### src/design/alsp_pkg.sv
`timescale 1ns / 1ps
// ----------------------------------------------------------------------------
// alsp_pkg
// shared constants and controller/datapath handshake types for the
// sequential list block
// ----------------------------------------------------------------------------
package alsp_pkg;

    localparam int CAPACITY_DEF = 128;
    localparam int WORD_W       = 32;
    localparam int POS_W        = 8;
    localparam int COUNT_W      = 8;

    localparam logic [1:0] CMD_INSERT = 2'd0;
    localparam logic [1:0] CMD_DELETE = 2'd1;
    localparam logic [1:0] CMD_PART   = 2'd2;
    localparam logic [1:0] CMD_READ   = 2'd3;

    localparam logic [1:0] ST_OK   = 2'd0;
    localparam logic [1:0] ST_POS  = 2'd1;
    localparam logic [1:0] ST_FULL = 2'd2;

    typedef struct packed {
        logic take;
        logic load;
        logic pass2;
        logic rd_issue;
        logic ins_wr;
        logic cnt_dec;
        logic respond;
    } alsp_ctl_t;

    typedef struct packed {
        logic [1:0] cmd;
        logic [1:0] code;
        logic       no_shift;
        logic       empty;
        logic       at_end;
        logic       pass2;
        logic       out_free;
    } alsp_sts_t;

endpackage

### src/design/alsp_ctrl.sv
`timescale 1ns / 1ps
// ----------------------------------------------------------------------------
// alsp_ctrl
// command sequencer: check, scan the ram one word per cycle, respond
// ----------------------------------------------------------------------------
module alsp_ctrl (
    input  logic                clk,
    input  logic                rst_n,
    input  logic                in_valid,
    output logic                ready,
    input  alsp_pkg::alsp_sts_t sts,
    output alsp_pkg::alsp_ctl_t ctl
);

    localparam logic [2:0] S_IDLE  = 3'd0;
    localparam logic [2:0] S_CHECK = 3'd1;
    localparam logic [2:0] S_SCAN  = 3'd2;
    localparam logic [2:0] S_DRAIN = 3'd3;
    localparam logic [2:0] S_PLOAD = 3'd4;
    localparam logic [2:0] S_INSWR = 3'd5;
    localparam logic [2:0] S_RESP  = 3'd6;

    logic [2:0] state_reg;
    logic [2:0] state_next;

    always_ff @(posedge clk or negedge rst_n)
    begin
        if (!rst_n)
        begin
            state_reg <= S_IDLE;
        end
        else
        begin
            state_reg <= state_next;
        end
    end

    assign ready = (state_reg == S_IDLE);

    always_comb
    begin
        state_next = state_reg;
        ctl        = '0;
        unique case (state_reg)
            S_IDLE:
            begin
                ctl.take = in_valid;
                if (in_valid)
                begin
                    state_next = S_CHECK;
                end
            end
            S_CHECK:
            begin
                ctl.load = 1'b1;
                if (sts.code != alsp_pkg::ST_OK)
                begin
                    state_next = S_RESP;
                end
                else
                begin
                    unique case (sts.cmd) inside
                        alsp_pkg::CMD_INSERT:
                            state_next = sts.no_shift ? S_INSWR : S_SCAN;
                        alsp_pkg::CMD_PART:
                            state_next = sts.empty ? S_RESP : S_SCAN;
                        alsp_pkg::CMD_DELETE, alsp_pkg::CMD_READ:
                            state_next = S_SCAN;
                        default:
                            state_next = S_RESP;
                    endcase
                end
            end
            S_SCAN:
            begin
                ctl.rd_issue = 1'b1;
                if (sts.at_end)
                begin
                    state_next = S_DRAIN;
                end
            end
            S_DRAIN:
            begin
                unique case (sts.cmd)
                    alsp_pkg::CMD_INSERT:
                        state_next = S_INSWR;
                    alsp_pkg::CMD_DELETE:
                    begin
                        ctl.cnt_dec = 1'b1;
                        state_next  = S_RESP;
                    end
                    alsp_pkg::CMD_PART:
                        state_next = sts.pass2 ? S_RESP : S_PLOAD;
                    default:
                        state_next = S_RESP;
                endcase
            end
            S_PLOAD:
            begin
                ctl.load   = 1'b1;
                ctl.pass2  = 1'b1;
                state_next = S_SCAN;
            end
            S_INSWR:
            begin
                ctl.ins_wr = 1'b1;
                state_next = S_RESP;
            end
            S_RESP:
            begin
                if (sts.out_free)
                begin
                    ctl.respond = 1'b1;
                    state_next  = S_IDLE;
                end
            end
            default:
                state_next = S_IDLE;
        endcase
    end

endmodule

### config.mk
export PLATFORM = sky130hd
export DESIGN_NAME = alsp_ctrl
export DESIGN_NICKNAME = d
export VERILOG_FILES = /design/src/design/alsp_pkg.sv /design/src/design/alsp_ctrl.sv
export SDC_FILE = /design/constraint.sdc
export NUM_CORES = 1
export LEC_CHECK = 0
export CORE_AREA = 3 3 40 42
export DETAILED_ROUTE_END_ITERATION = 16
export DIE_AREA = 0 0 43 45
export DONT_BUFFER_PORTS = 1
export GPL_ROUTABILITY_DRIVEN = 1
export PLACE_DENSITY = 0.37
export SLEW_MARGIN = 30
export SYNTH_ARGS = -nofsm -noshare
export SYNTH_HDL_FRONTEND = slang
export SYNTH_SLANG_ARGS = --single-unit
### constraint.sdc
create_clock -name clk -period 1.6 [get_ports clk]
set_input_delay 0.16 -clock clk [delete_from_list [all_inputs] [get_ports clk]]
set_output_delay 0.16 -clock clk [all_outputs]
set_load 0.01 [all_outputs]
-- Word level (Yosys, flattened, before mapping)
Cells that the tools add are included.
- bits in registers: 3
- output and inout port bits: 8
- bits of input ports: 12
- logic and storage cells: 38
- muxes and demuxes: 19
- reduce and logical (&&, ||, !) cells: 6
- eq/ne operators: 12
- operators with widths (operator ; count):
    $pmux 3 s7 ; 1
    $mux 3 ; 6
    $eq 3x3->1 const B ; 3
    $mux 1 ; 9
    $pmux 3 s3 ; 1
    $eq 3x2->1 const B ; 2
    $ne 2x2->1 const B ; 3
    $eq 2x2->1 const B ; 2
    $pmux 2 s2 ; 1
    $reduce_or 2->1 ; 2
    $eq 3x1->1 const B ; 1
    $logic_not 3->1 ; 1
    $reduce_and 3->1 ; 1
    $eq 2x1->1 const B ; 1
    $logic_not 2->1 ; 1
    $mux 2 ; 1
    $reduce_bool 2->1 ; 1

-- Logic depth before layout (Yosys ltp)
Gate-level depths: netlist of run 1.
- depth in word-level cells: 5
- mapped depth: 5
- gate-level depth less buffers: 4

-- Least setup slack after synthesis of run 1
Ideal clock, no wire load.
- path kind: reg-to-output
- from: register state_reg[1]
- to: output ctl[6] (netlist bit)
- path slack: 382 ps
- required time: 1440 ps
- arrival time: 1058 ps
- buffers on the path: 1
- cell stages (with the launch flop): 4
- cell sequence: dfrtp_1 > buf_2 > nor3_2 > and2_1
- RTL lines (element ; RTL line ; source):
    start: declaration ; alsp_ctrl.sv:23 ; logic [2:0] state_reg;
    start signal: assignment ; alsp_ctrl.sv:34 ; state_reg <= state_next;
    end: declaration ; alsp_ctrl.sv:12 ; output alsp_pkg::alsp_ctl_t ctl

==> flow_summary.ini, run 1 <==
[run_status]
outcome = complete, no violations

[grt]
grt_max_degree = 16
antenna_found_initial = 0
grt_pass1_wl_um = 1270
use_met2_pct = 12.9
grt_pass1_vias = 305
grt_busiest_layer = met2
grt_use_total_pct = 9.60
grt.overflow.total = 0
use_met1_pct = 10.9
use_met3_pct = 4.78

[timing]
finalSetupViolCount = 0
fin_crit_ns = 1.52
hold_violations = 0
rsz0062_at_grt = true
max_clock_freq_mhz = 658
max_slew.worst_pin.slew_ns = 0.468
skew_ns = 0.00161
fin_crit_sh_pct = 95.0
worst_slack_ns = 0.0808
slew_violations = 0
slew_headroom_pct = 68.8

[cells_and_area]
final_common_cell = nor2_1
nNetsFinal = 59
postLayoutCoreUtil_pct = 27.8
area_delta_synth_final_pct = 12.2
diodes = 0
most-common-layout-cells = nor2_1 (7), nand2_1 (6), nand2b_1 (3), clkbuf_4 (3), dfrtp_1 (3)
drive_above_1_share_pct = 15.2
largest_register_ffs = 3

[route]
drtAntennaViolNets = 0
viasPerCell = 5.49
drt_iter0_markers = 3
first_pass_iters = 3
route.vias.total = 335
drc = 0
wl_per_cell_um = 13.5
routed_wl_um = 825

[place]
finalWeightedCongestion = 0.725
io_buffers = 0
pre_cts_ws_ns = 0.236
dp_hpwl_um = 646

[synthesis]
synthesis.instances = 43
ys_ff_latch = 3
yosysTopAreaCell = dfrtp_1
synth_xor_area_share_pct = 0
synthTopCellsByArea = dfrtp_1 (24%), nor2_1 (8.2%), nand2_1 (7.1%)
synth_top_area_share_pct = 23.5
synth_area_per_cell_um2 = 7.42
synthMuxAreaShare_pct = 3.14
yosys.area_share.simple_pct = 34.9
yosys_warnings = 0
synth_compound_area_share_pct = 28.6
yosysUniqueCellTypes = 25
synth_top_family_by_area = simple AND/OR/NAND/NOR gates
ys_seq_area_share_pct = 23.5
synth_fa_ha_area_share_pct = 0
synth_area_um2 = 319
syn_nets = 55

[setup_path]
critPathSlowestCell = dfrtp_1
critical_path.max_fanout = 9
rrSetupSlack_ns = 0.24
max_stage_delay_ns = 0.47
start_kind = flop
reg2reg_from = state_reg[0]
setup.worst_path.end_class = primary output
worst-setup-path-type = flop to primary output
r2r-end = state_reg[1]
crit_arrival_ns = 1.36
r2r_cells = 4
crit_chain = buf_4 > nor3_2 > and2_1
required_ns = 1.44

[floorplanning]
core_um2 = 1280
pin_count = 20
start_util_pct = 24.8
die_h_um = 45
rows = 13
die_w_um = 43
die-area_um2 = 1940

[job]
cap_violations = 0

[hold_path]
holdCritStartpoint = sts[4]
holdCritPathClass = primary input to flop
hold_path_depth = 2
holdPathEnd = state_reg[0]

[pwr]
leakage_nw = 0.139
peakVddDrop_uv = 550
cellPowerDensity_nw_per_um2 = 1950

[clocking]
root_buffer = clkbuf_4
numCtsBuffers = 3
clk_latency_ns = 0.23
clock_sinks = 3
cts_tree = built
htreeDepth = 1
cts_resized = 0
post_cts.repair.setup_buffers = 0
cts.path.max_buffers = 2
cts.clk_slew.worst_paths_ns = 0.03
==> cells by family (layout without fill, tap and decap cells) <==
| group | count (synthesis) | after routing |
|---|---|---|
| AO/OA/AOI/OAI | 12 | 12 |
| AND/OR/NAND/NOR | 22 | 22 |
| multiplexers | 1 | 1 |
| flip-flops | 3 | 3 |
| buffers and inverters | 5 | 8 |
==> cells in the mapped netlist <==
cell type	n
a211oi_1	1
a21oi_1	1
a311oi_1	2
a31oi_1	1
and2_1	1
buf_2	1
buf_4	1
buf_6	1
dfrtp_1	3
inv_1	2
mux2i_1	1
nand2_1	6
nand2b_1	3
nand4b_1	1
nor2_1	7
nor2b_1	1
nor3_1	1
nor3_2	1
nor3b_1	1
o21ai_0	1
o21ai_1	2
o21ai_2	1
o22ai_1	1
o41ai_1	1
o41ai_2	1
==> where the power goes <==
| part | switching, mW | internal, mW |
|---|---|---|
| registers | 0.117 | 0.113 |
| logic | 0.184 | 0.152 |
| clock network | 0.0384 | 0.0934 |
==> cell type report <==
cell class | count | area, µm²
Timing Repair Buffer | 2 | 17.5
Sequential cell | 3 | 75.1
Inverter | 2 | 7.51
Tap cell | 15 | 18.8
Multi-Input combinational cell | 35 | 213
Clock buffer | 4 | 26.3
Fill cell | 152 | 927
==> worst max-delay path, delay by kind of cell (launching register included) <==
family	cells	cell delay, ns
buf+inv	1	0.21
flops	1	0.47
simple gates	2	0.45
==> layer usage <==
layer  routed length (µm)  vias up
met5                    0        -
met3                   75        4
met1                  362      153
li1                     -      162
met2                  355       16
met4                   31        0
==> worst max path at each step <==
stage	startpoint	endpoint	slack [ns]	cells past startpoint
3_5_place_dp	state_reg[0]	state_reg[1]	0.24	4
6_report	state_reg[2]	ctl[6]	0.08	3
5_1_grt	state_reg[1]	ctl[6]	-0.02	2
2_1_floorplan	state_reg[1]	ctl[6]	0.38	3
4_1_cts	state_reg[1]	ctl[6]	0.07	2
3_3_place_gp	state_reg[0]	state_reg[1]	0.21	4
==> metrics by stage <==
| stage | TNS [ns] | instances | power, mW | area, µm² | hold WS, ns |
|---|---|---|---|---|---|
| after floorplan | 0 | 43 | 0.530 | 319 | -0.136 |
| after global placement | 0 | 56 | 0.573 | 322 | -0.135 |
| after detailed placement | 0 | 56 | 0.567 | 322 | -0.135 |
| after CTS | 0 | 61 | 0.708 | 358 | 0.116 |
| after global routing | -0.0158 | 61 | 0.766 | 358 | 0.130 |
| final | 0 | 61 | 0.698 | 358 | 0.122 |
==> timing repair <==
action,CTS,global route
hold buffers,1,0
setup endpoints to repair,0,1
endpoints found under the hold margin,3,0
(Power assumes the default switching activity.)
==> run 2: changes to the inputs <==
==> constraint.sdc (replaced) <==
create_clock -name clk -period 1.6 [get_ports clk]
set_input_delay 0.24 -clock clk [delete_from_list [all_inputs] [get_ports clk]]
set_output_delay 0.24 -clock clk [all_outputs]
set_load 0.01 [all_outputs]
==> run 2 against run 1 <==
Effect of this change:
- critical path depth is 1 lower
- final area rose by 5.2%
- critical endpoint is now ctl[4]
- utilization grew 1.5 points
- power rose by 6.1%
- setup slack improved by 0.024 ns
- via count shrank 4.2%
- sequential cell count did not move
- register-to-register slack better by 0.08 ns
==> flow_summary.ini, run 2 (synthesis gave the netlist of run 1 again) <==
[cells_and_area]
final_common_cell = nor2_1
area_delta_synth_final_pct = 18.0
drive_above_1_share_pct = 25.5
most-common-layout-cells = nor2_1 (7), nand2_1 (6), nand2b_1 (3), clkbuf_4 (3)
final_area_um2 = 377
diodes = 0
nNetsFinal = 60
postLayoutCoreUtil_pct = 29.3
largest_register_ffs = 3

[floorplanning]
start_util_pct = 24.8
pin_count = 20
rows = 13
die_w_um = 43
die_h_um = 45
die-area_um2 = 1940
core_um2 = 1280

[clocking]
clk_latency_ns = 0.24
cts.clk_slew.worst_paths_ns = 0.03
cts.path.max_buffers = 2
htreeDepth = 1
post_cts.repair.setup_buffers = 0
root_buffer = clkbuf_4
clock_sinks = 3
cts_tree = built
numCtsBuffers = 3

[timing]
worst_slack_ns = 0.105
slew_headroom_pct = 75.1
rsz0062_at_grt = false
max_slew.worst_pin.slew_ns = 0.372
max_clock_freq_mhz = 669
fin_crit_sh_pct = 93.4
finalSetupViolCount = 0
skew_ns = 0.00198
hold_violations = 0
tns_ns = 0
slew_violations = 0
fin_crit_ns = 1.49

[setup_path]
setup.worst_path.end_class = primary output
critical_path.max_fanout = 8
crit_chain = buf_4 > nor3b_1
required_ns = 1.36
start_kind = flop
crit_arrival_ns = 1.25
worst-setup-path-type = flop to primary output
max_stage_delay_ns = 0.46
critPathSlowestCell = dfrtp_1

[grt]
grt_pass1_vias = 299
grt_pass1_wl_um = 1280
antenna_found_initial = 0
grt_max_degree = 16
grt_use_total_pct = 9.77
grt.overflow.total = 0

[route]
routed_wl_um = 835
route.vias.total = 321
wl_per_cell_um = 13.5
drc = 0
viasPerCell = 5.18
first_pass_iters = 3
drt_iter0_markers = 9
drtAntennaViolNets = 0

[place]
finalWeightedCongestion = 0.788
dp_hpwl_um = 640
postPlaceCellArea_um2 = 329
pre_cts_ws_ns = 0.273
io_buffers = 0

[pwr]
sw_frac_of_total_pct = 47.8
switchingPower_mw = 0.354
internal_power_mw = 0.386
seq_power_share_pct = 32.1
peakVddDrop_uv = 549
pwr-share-comb_pct = 49.6
cellPowerDensity_nw_per_um2 = 1970
p_clk_share_pct = 18.3
leakage_nw = 0.142

[job]
cap_violations = 0

[run_status]
outcome = complete, no violations

[hold_path]
holdCritPathClass = primary input to flop
## run 2: metrics by stage
stage                     std cells  hold WS, ns  total power [mW]
final                            62        0.187             0.741
after global routing             62        0.197             0.819
after CTS                        62        0.187             0.738
after detailed placement         57      -0.0555             0.593
after global placement           57      -0.0555             0.592
after floorplan                  43      -0.0556             0.530
## run 2: critical path, delay by kind of cell (launching register included)
kind,cells,cell delay (ns)
and+or+nand+nor,1,0.35
DFF,1,0.46
buffers and inverters,1,0.21
## run 2: per-layer routing
metal	vias up	global-route usage (%)	wire, µm	part of all wire [%]
li1	162	-	-	-
met1	139	11.2	354	42
met2	16	13.2	373	45
met3	4	2.39	71	8.5
met4	0	12.7	36	4.3
met5	-	0	0	0
## run 2: path summary, 6_finish.rpt
kind                               from      endpoint  slack (ns)  cells after the start
min reg2reg                state_reg[0]  state_reg[0]        0.64                      1
min in group asynchronous         rst_n  state_reg[1]        0.25                      1
max in group asynchronous         rst_n  state_reg[0]        1.19                      1
min                              sts[4]  state_reg[0]        0.19                      2
max                        state_reg[2]        ctl[4]        0.11                      2
max reg2reg                state_reg[2]  state_reg[1]        0.32                      4
## run 2: what timing repair did
action / in CTS / in global routing
hold buffers: 1 / 0
hold endpoints to repair: 3 / 0
gates resized for setup: 0 / 4
endpoints found under the setup margin: 0 / 4
## run 2: power by group through the flow
stage	registers (mW)	logic, mW	clock network, mW
2_1_floorplan	0.148	0.382	0
3_3_place_gp	0.231	0.361	0
3_5_place_dp	0.232	0.361	0
4_1_cts	0.233	0.365	0.140
5_1_grt	0.254	0.412	0.153
6_report	0.238	0.367	0.135
## run 2: cell type report
class	instances	area, µm²
sequential	3	77.6
clock buffer	4	26.3
fill	153	908
multi-input combinational	35	221
inverter	2	7.51
tap	15	18.8
timing repair buffer	3	25.0
